[src/rtl/core/lut3d_trilinear_sampler_top_assert.svh]
// assertion macros for the 3d lut sampler
`ifndef LUT3D_TRILINEAR_SAMPLER_TOP_ASSERT_SVH
`define LUT3D_TRILINEAR_SAMPLER_TOP_ASSERT_SVH

// same-cycle implication
`define LTS_ASSERT_IMP(lbl, ante, cons, msg) \
  lbl: assert property (@(posedge clk_i) disable iff (!rst_ni) (ante) |-> (cons)) \
    else $error(msg);

// next-cycle implication
`define LTS_ASSERT_NXT(lbl, ante, cons, msg) \
  lbl: assert property (@(posedge clk_i) disable iff (!rst_ni) (ante) |=> (cons)) \
    else $error(msg);

`endif

[src/rtl/core/lts_pkg.sv]
// ----------------------------------------------------------------------------
// lts_pkg
// shared constants, types and arithmetic helpers of the 3d lut sampler
// ----------------------------------------------------------------------------
package lts_pkg;

  localparam int unsigned GRID_MAX    = 32;
  localparam int unsigned CW          = $clog2(GRID_MAX);
  localparam int unsigned ZY_W        = 2 * CW + 1;
  localparam int unsigned BANKS       = 8;
  localparam int unsigned STORE_DEPTH = GRID_MAX * GRID_MAX * GRID_MAX;
  localparam int unsigned IDX_W       = 15;
  localparam int unsigned VAL_W       = 16;
  localparam int unsigned CRD_W       = 18;
  localparam int unsigned FRAC_W      = 16;
  localparam int unsigned SIZE_W      = 6;
  localparam int unsigned CUBE_W      = 16;
  localparam int unsigned ENTRY_W     = 3 * VAL_W;
  localparam int unsigned NSTG        = 7;
  localparam int unsigned S_TDATA_W   = 120;
  localparam int unsigned M_TDATA_W   = 48;

  localparam logic ACT_WRITE  = 1'b0;
  localparam logic ACT_SAMPLE = 1'b1;

  typedef logic signed [VAL_W-1:0] val_t;
  typedef logic [CW-1:0]           cell_t;
  typedef logic [FRAC_W-1:0]       frac_t;

  // request presented to the table copies
  typedef struct packed {
    logic                              is_wr;
    logic                              wr_ok;
    logic [IDX_W-1:0]                  wr_addr;
    logic [ENTRY_W-1:0]                wr_data;
    logic [BANKS-1:0][IDX_W-1:0]       rd_addr;
    logic [2:0]                        clamp;
    logic [2:0][FRAC_W-1:0]            frac;
  } req_t;

  function automatic logic [SIZE_W-1:0] eff_size(input logic [SIZE_W-1:0] v);
    logic [SIZE_W-1:0] r;
    if (v < SIZE_W'(2)) r = SIZE_W'(2);
    else if (v > SIZE_W'(GRID_MAX)) r = SIZE_W'(GRID_MAX);
    else r = v;
    return r;
  endfunction

  // a + round((b-a)*t/65536), ties toward plus infinity
  function automatic val_t blend(input val_t a, input val_t b, input frac_t t);
    logic signed [VAL_W:0]   d;
    logic signed [33:0]      p;
    d = (VAL_W+1)'(b) - (VAL_W+1)'(a);
    p = 34'(d) * 34'(signed'({1'b0, t}));
    p = p + 34'sd32768;
    return a + VAL_W'(p >>> FRAC_W);
  endfunction

endpackage

[src/rtl/core/lts_front.sv]
// ----------------------------------------------------------------------------
// lts_front
// coordinate split, neighbour selection and corner addressing (3 stages)
// ----------------------------------------------------------------------------
module lts_front (
  input  logic                                 clk_i,
  input  logic                                 rst_ni,
  input  logic                                 in_valid_i,
  input  logic                                 in_action_i,
  input  logic [lts_pkg::IDX_W-1:0]            in_index_i,
  input  logic [lts_pkg::ENTRY_W-1:0]          in_entry_i,
  input  logic [2:0][lts_pkg::CRD_W-1:0]       in_coord_i,
  input  logic [lts_pkg::SIZE_W-1:0]           size_i,
  input  logic [lts_pkg::CW-1:0]               last_i,
  input  logic [lts_pkg::CUBE_W-1:0]           cube_i,
  input  logic [2:0]                           en_i,
  output logic [2:0]                           valid_o,
  output lts_pkg::req_t                        req_o
);

  localparam int unsigned CW   = lts_pkg::CW;
  localparam int unsigned ZY_W = lts_pkg::ZY_W;

  // stage 1
  logic                            v1_q;
  logic                            act1_q;
  logic [lts_pkg::IDX_W-1:0]       idx1_q;
  logic                            inr1_q;
  logic [lts_pkg::ENTRY_W-1:0]     data1_q;
  logic [2:0][CW-1:0]              cell1_q, cell1_d;
  logic [2:0][lts_pkg::FRAC_W-1:0] frac1_q, frac1_d;

  // stage 2
  logic                            v2_q;
  logic                            act2_q;
  logic [lts_pkg::IDX_W-1:0]       idx2_q;
  logic                            inr2_q;
  logic [lts_pkg::ENTRY_W-1:0]     data2_q;
  logic [1:0][CW-1:0]              x2_q, x2_d;
  logic [3:0][ZY_W-1:0]            zy2_q, zy2_d;
  logic [2:0]                      clamp2_q, clamp2_d;
  logic [2:0][lts_pkg::FRAC_W-1:0] frac2_q;

  // stage 3
  logic                            v3_q;
  lts_pkg::req_t                   req3_q, req3_d;

  always_comb begin
    logic [16:0]    cc;
    logic [20:0]    s;
    for (int a = 0; a < 3; a++) begin
      if (in_coord_i[a][lts_pkg::CRD_W-1]) cc = 17'd0;
      else if (in_coord_i[a][16:0] > 17'd65536) cc = 17'd65536;
      else cc = in_coord_i[a][16:0];
      s = 21'(cc) * 21'(last_i);
      cell1_d[a] = s[20:16];
      frac1_d[a] = s[15:0];
    end
  end

  // far neighbour stops at the last grid point; row offsets z*n+y per corner
  always_comb begin
    logic [2:0][CW-1:0] nb;
    logic [1:0][CW-1:0] ys, zs;
    for (int a = 0; a < 3; a++) begin
      clamp2_d[a] = (cell1_q[a] == last_i);
      nb[a] = clamp2_d[a] ? cell1_q[a] : cell1_q[a] + CW'(1);
    end
    x2_d[0] = cell1_q[0];
    x2_d[1] = nb[0];
    ys[0]   = cell1_q[1];
    ys[1]   = nb[1];
    zs[0]   = cell1_q[2];
    zs[1]   = nb[2];
    for (int k = 0; k < 2; k++) begin
      for (int j = 0; j < 2; j++) begin
        zy2_d[2*k+j] = ZY_W'(zs[k]) * ZY_W'(size_i) + ZY_W'(ys[j]);
      end
    end
  end

  always_comb begin
    req3_d.is_wr   = (act2_q == lts_pkg::ACT_WRITE);
    req3_d.wr_ok   = (act2_q == lts_pkg::ACT_WRITE) && inr2_q;
    req3_d.wr_addr = idx2_q;
    req3_d.wr_data = data2_q;
    // corner c: bit 0 picks the red neighbour, bits 2:1 the row offset
    for (int c = 0; c < lts_pkg::BANKS; c++) begin
      req3_d.rd_addr[c] = lts_pkg::IDX_W'(zy2_q[c[2:1]]) * lts_pkg::IDX_W'(size_i) +
                          lts_pkg::IDX_W'(x2_q[c[0]]);
    end
    req3_d.clamp = clamp2_q;
    req3_d.frac  = frac2_q;
  end

  always_ff @(posedge clk_i or negedge rst_ni) begin
    if (!rst_ni) begin
      v1_q <= 1'b0;
      v2_q <= 1'b0;
      v3_q <= 1'b0;
    end else begin
      if (en_i[0]) v1_q <= in_valid_i;
      if (en_i[1]) v2_q <= v1_q;
      if (en_i[2]) v3_q <= v2_q;
    end
  end

  always_ff @(posedge clk_i) begin
    if (en_i[0]) begin
      act1_q  <= in_action_i;
      idx1_q  <= in_index_i;
      inr1_q  <= ({1'b0, in_index_i} < cube_i);
      data1_q <= in_entry_i;
      cell1_q <= cell1_d;
      frac1_q <= frac1_d;
    end
    if (en_i[1]) begin
      act2_q   <= act1_q;
      idx2_q   <= idx1_q;
      inr2_q   <= inr1_q;
      data2_q  <= data1_q;
      x2_q     <= x2_d;
      zy2_q    <= zy2_d;
      clamp2_q <= clamp2_d;
      frac2_q  <= frac1_q;
    end
    if (en_i[2]) begin
      req3_q <= req3_d;
    end
  end

  assign valid_o = {v3_q, v2_q, v1_q};
  assign req_o   = req3_q;

endmodule

[config.mk]
export PLATFORM = sky130hd
export DESIGN_NAME = lts_front
export DESIGN_NICKNAME = d
export VERILOG_FILES = /design/src/rtl/core/lut3d_trilinear_sampler_top_assert.svh /design/src/rtl/core/lts_pkg.sv /design/src/rtl/core/lts_front.sv
export SDC_FILE = /design/constraint.sdc
export NUM_CORES = 2
export LEC_CHECK = 0
export BUFFER_PORTS_ARGS = -buffer_cell sky130_fd_sc_hd__buf_2
export CORE_MARGIN = 5
export CORE_UTILIZATION = 49
export CTS_BUF_LIST = sky130_fd_sc_hd__clkbuf_8 sky130_fd_sc_hd__clkbuf_16
export DETAILED_ROUTE_END_ITERATION = 6
export PLACE_DENSITY = 0.78
export SLEW_MARGIN = 20
export SYNTH_ARGS = -nofsm -noshare
export SYNTH_HDL_FRONTEND = slang
export SYNTH_SLANG_ARGS = --single-unit
[constraint.sdc]
create_clock -name clk_i -period 8.35 [get_ports clk_i]
set_input_delay 0 -clock clk_i [delete_from_list [all_inputs] [get_ports clk_i]]
set_output_delay 0 -clock clk_i [all_outputs]
set_load 0.005 [all_outputs]
# Yosys cells after proc, flatten, opt, wreduce, memory -nomap -nowiden
# Cells that the tools add are included.
# W data, S select, Z words.
totals:
  inputBits: 151
  wordCells: 85
  regBits: 537
  output_inout_bits: 239
op_classes:
  mux: 9
  n_reduce_logical: 1
  eq_ne: 3
  addsub: 15
  order_cmp: 4
  n_bitwise: 1
  multipliers: 9
ops:
  columns: ["operator", "count"]
  rows:
  - ["$add A15 B5 Y15", 8]
  - ["$mux W17", 6]
  - ["$mul A17 B5 Y21", 3]
  - ["$mul A11 B6 Y15", 4]
  - ["$gt A17 B17 Y1 const B", 3]
  - ["$add A11 B5 Y11", 4]
  - ["$mul A5 B6 Y11", 2]
  - ["$lt A15 B16 Y1", 1]
  - ["$add A5 B1 Y5 const B", 3]
  - ["$eq A5 B5 Y1", 3]
  - ["$mux W5", 3]
  - ["$logic_and A1 B1 Y1", 1]
  - ["$not A1 Y1", 1]

# Depth between registers and ports, before layout
logic_depth:
  depth_word: 4
  mapped_depth: 21
  depth_no_buf: 20

# Worst setup path before layout
# No wires, ideal clock.
synth_path:
  kind: "register to register"
  startpoint: "register cell1_q[13] in the netlist's numbering"
  endpoint: "register zy2_q[32] in the netlist's numbering, data pin"
  slack_ps: 3288
  path_stages_with_launch: 20
  required_ps: 8086
  setup_ps: 264
  arrival_time_ps: 4798
  period_less_slack_ps: 5062
  n_path_buf: 1
  path_cell_list: "edfxtp_1 clkbuf_1 xor2_1 nor3_1 nand3_1 nand4_1 xnor2_1 nand2_1 fa_1 fa_1 fa_1 inv_1 ha_1 nor2b_1 o31a_1 o31a_1 a21oi_1 nand3b_1 nor3_1 xnor2_1"
synth_rtl:
  columns: ["item", "line_no", "rtl"]
  rows:
  - ["from (decl)", "lts_front.sv:30", "logic [2:0][CW-1:0] cell1_q, cell1_d;"]
  - ["from (signal assigned)", "lts_front.sv:114", "cell1_q <= cell1_d;"]
  - ["to (signal assigned)", "lts_front.sv:123", "zy2_q <= zy2_d;"]
  - ["to (decl)", "lts_front.sv:40", "logic [3:0][ZY_W-1:0] zy2_q, zy2_d;"]

==> key figures <==
Run status
  – Outcome: finished, final reports clean

Detailed routing
  – Top sig layer: met4
  – DRC: 0
  – M1 WL: 34,600 microns
  – Drt first pass iters: 6
  – Via count: 25,400
  – WL final: 84,900 microns
  – Metal3 WL: 4440 microns
  – Met2 wire length: 42,500 microns
  – Number of vias per cell: 5.29
  – Number of DRC markers in iteration 0: 1,584
  – DR WL/cell: 17.7 microns
  – ANT nets after route: 0

Global route
  – Largest net degree at the start of global routing: 115
  – Vias in the first global route: 26,200
  – Initial antenna violation count: 0
  – Grt ovf: 0
  – First-pass GRT wire length: 138,000 microns
  – GRT Util Overall: 20.6%

CTS
  – Clock root buffer master: clkbuf_16
  – CTS buffer count: 58
  – Post_cts resized: 0
  – Clock Tree Buf Depth: 3
  – CTS tree: done
  – Reg clk slew, reported paths: 0.07 ns
  – Clk_lat worst skew: 0.63 ns
  – # clock sinks: 537
  – H-tree levels: 2

Worst setup path
  – Crit path launch type: input port
  – Setup CP Type: in -> reg
  – Worst endpoint data arrival time: 5.94 ns
  – Critical path required time: 8.69 ns
  – Critical-path maximum fanout: 57
  – CP endpoint kind: flip-flop

Yosys
  – Synth cell types: 81
  – Synth Register Bits: 537
  – FFs w/ async S/R, synth: 0.559%
  – Post-Syn Instances: 3,283
  – EDFF count, synth: 534
  – Syn_area_per_cell: 11.5 sq um
  – Post-synth top area share: 42.6%
  – Sequential area share after synthesis: 42.8%
  – Mapped cell area: 0.0377 sq mm
  – Synth Flop Type: edfxtp_1
  – Cell taking the most area after synthesis: edfxtp_1
  – Yosys warning total: 0
  – Synth top area cells: edfxtp_1 43%, fa_1 17%, ha_1 9.4%, inv_1 4.4%, xnor2_1 3.7%
  – Syn Nets: 4,028

STA
  – Final slew viol count: 0
  – Slew HR: 27.5%
  – Final Hold Viols: 0
  – Fin Hold WS: 0.0766 ns
  – Tmin final: 5.60 ns
  – RSZ-0062 raised after global routing: false
  – F_max: 0.179 GHz
  – Final setup viols: 0
  – Fin crit share: 67.0%
  – Post-layout worst setup margin: 2.75 ns
  – Worst-Margin Slew: 1.09 ns
  – Setup_tns: 0 ns
  – Clk_skew: 0.0329 ns

Flow run
  – MaxCap Viol Count: 0

Placed design
  – DP HPWL: 60,900 microns
  – Final GP Congestion: 0.851
  – Pre-CTS setup slack: 2.66 ns
  – Number of I/O port buffers: 389

Finish
  – Commonest non-fill, non-tap cell in the layout: edfxtp_1
  – Final nets: 4,475
  – Layout area overhead: 15.5%
  – Share of post-route cells with drive strength above 1: 13.9%
  – Most frequent cells in the layout: 534 x edfxtp_1, 454 x inv_1, 386 x buf_2, 312 x fa_1, 304 x nand2_1
  – Final Util: 57.2%

Floorplanning
  – I/O pin total: 390
  – Die X-Extent: 287 microns
  – Number of core rows: 101
  – Starting density of the core: 49.5%
  – Die H: 287 microns
  – Core area: 0.0761 sq mm
  – Die area: 0.0826 sq mm

Min path
  – Hold/Removal Path Class: in -> reg
[path summary, 6_finish.rpt]
check / from / slack [ns] / end / cells after the start
max reg2reg: cell1_q[11] / 2.78 / zy2_q[43] / 18
min in group asynchronous: rst_ni / 0.23 / v3_q / 3
max in group asynchronous: rst_ni / 7.97 / v1_q / 3
min reg2reg: data1_q[40] / 0.41 / data2_q[40] / 0
min: in_entry_i[17] / 0.08 / data1_q[17] / 2
max: in_coord_i[20] / 2.75 / cell1_q[9] / 20
[registers in the layout, summed over array words and instances, names as in the netlist]
| name | flops |
|---|---|
| idx2_q | 15 |
| act1_q | 1 |
| frac2_q | 48 |
| frac1_q | 48 |
| inr2_q | 1 |
| data1_q | 48 |
| data2_q | 48 |
| v2_q | 1 |
| cell1_q | 15 |
| clamp2_q | 3 |
| v3_q | 1 |
| v1_q | 1 |
| x2_q | 10 |
| idx1_q | 15 |
| act2_q | 1 |
| inr1_q | 1 |
| zy2_q | 44 |
| req_o | 236 |
[through the flow]
stage,instance area (sq um),cells
4_1_cts,43500,4805
6_report,43500,4806
3_3_place_gp,40700,4617
5_1_grt,43500,4805
3_5_place_dp,40700,4617
2_1_floorplan,37700,3283
[metal layers]
metal  up-vias  track usage [%]
li1      12100                -
met1     12500             26.3
met2       685             36.1
met3       140             2.80
met4         0             7.45
met5         -                0
[cell usage after synthesis, types with 21 or more instances]
library cell    n
edfxtp_1      534
inv_1         443
fa_1          312
nand2_1       304
ha_1          282
and3_1        165
xnor2_1       160
nor2_1        127
a21oi_1       109
nand3_1       102
and2_1        101
xor2_1        101
clkbuf_1       98
o21ai_0        64
nor3_1         40
a21o_1         36
nor2b_1        36
o21a_1         26
nand4_1        22
o21bai_1       21
[critical path, cell delays in order]
cell	delay (ns)
dlygate4sd3_1	0.53
buf_2	0.16
nor4_1	0.27
nand4_1	0.18
a21oi_4	0.38
buf_4	0.47
and3_1	0.25
fa_1	0.45
fa_1	0.55
inv_1	0.06
fa_1	0.53
inv_1	0.05
ha_1	0.33
o21ai_0	0.35
o21ai_1	0.14
a41oi_1	0.34
nand2b_1	0.23
o31ai_1	0.13
a2111oi_0	0.44
nor3_1	0.09
[cell families after synthesis]
kind of cell,after synthesis,share of synthesized area (%)
simple gates,984,13.3
fa+ha+maj,594,25.9
xor+xnor,263,6.15
flops,537,42.8
mux,8,0.222
buf+inv,546,5.47
compound gates,351,6.13
[repair_timing]
action	4_1_cts	5_1_grt
hold endpoints to repair	262	0
setup buffers	0	0
hold buffers	83	0
[cell type report]
class	count	area (sq um)
Sequential cell	537	16100
Multi-Input combinational cell	2200	19500
Timing Repair Buffer	490	2940
Antenna cell	1	2.50
Fill cell	6320	32500
Clock buffer	61	1500
Tap cell	1030	1290
Clock inverter	44	484
Inverter	443	1660
Power is left out: the tool's default activity adds up to more than one toggle a clock period on the data nets, which glitch-free logic cannot reach.
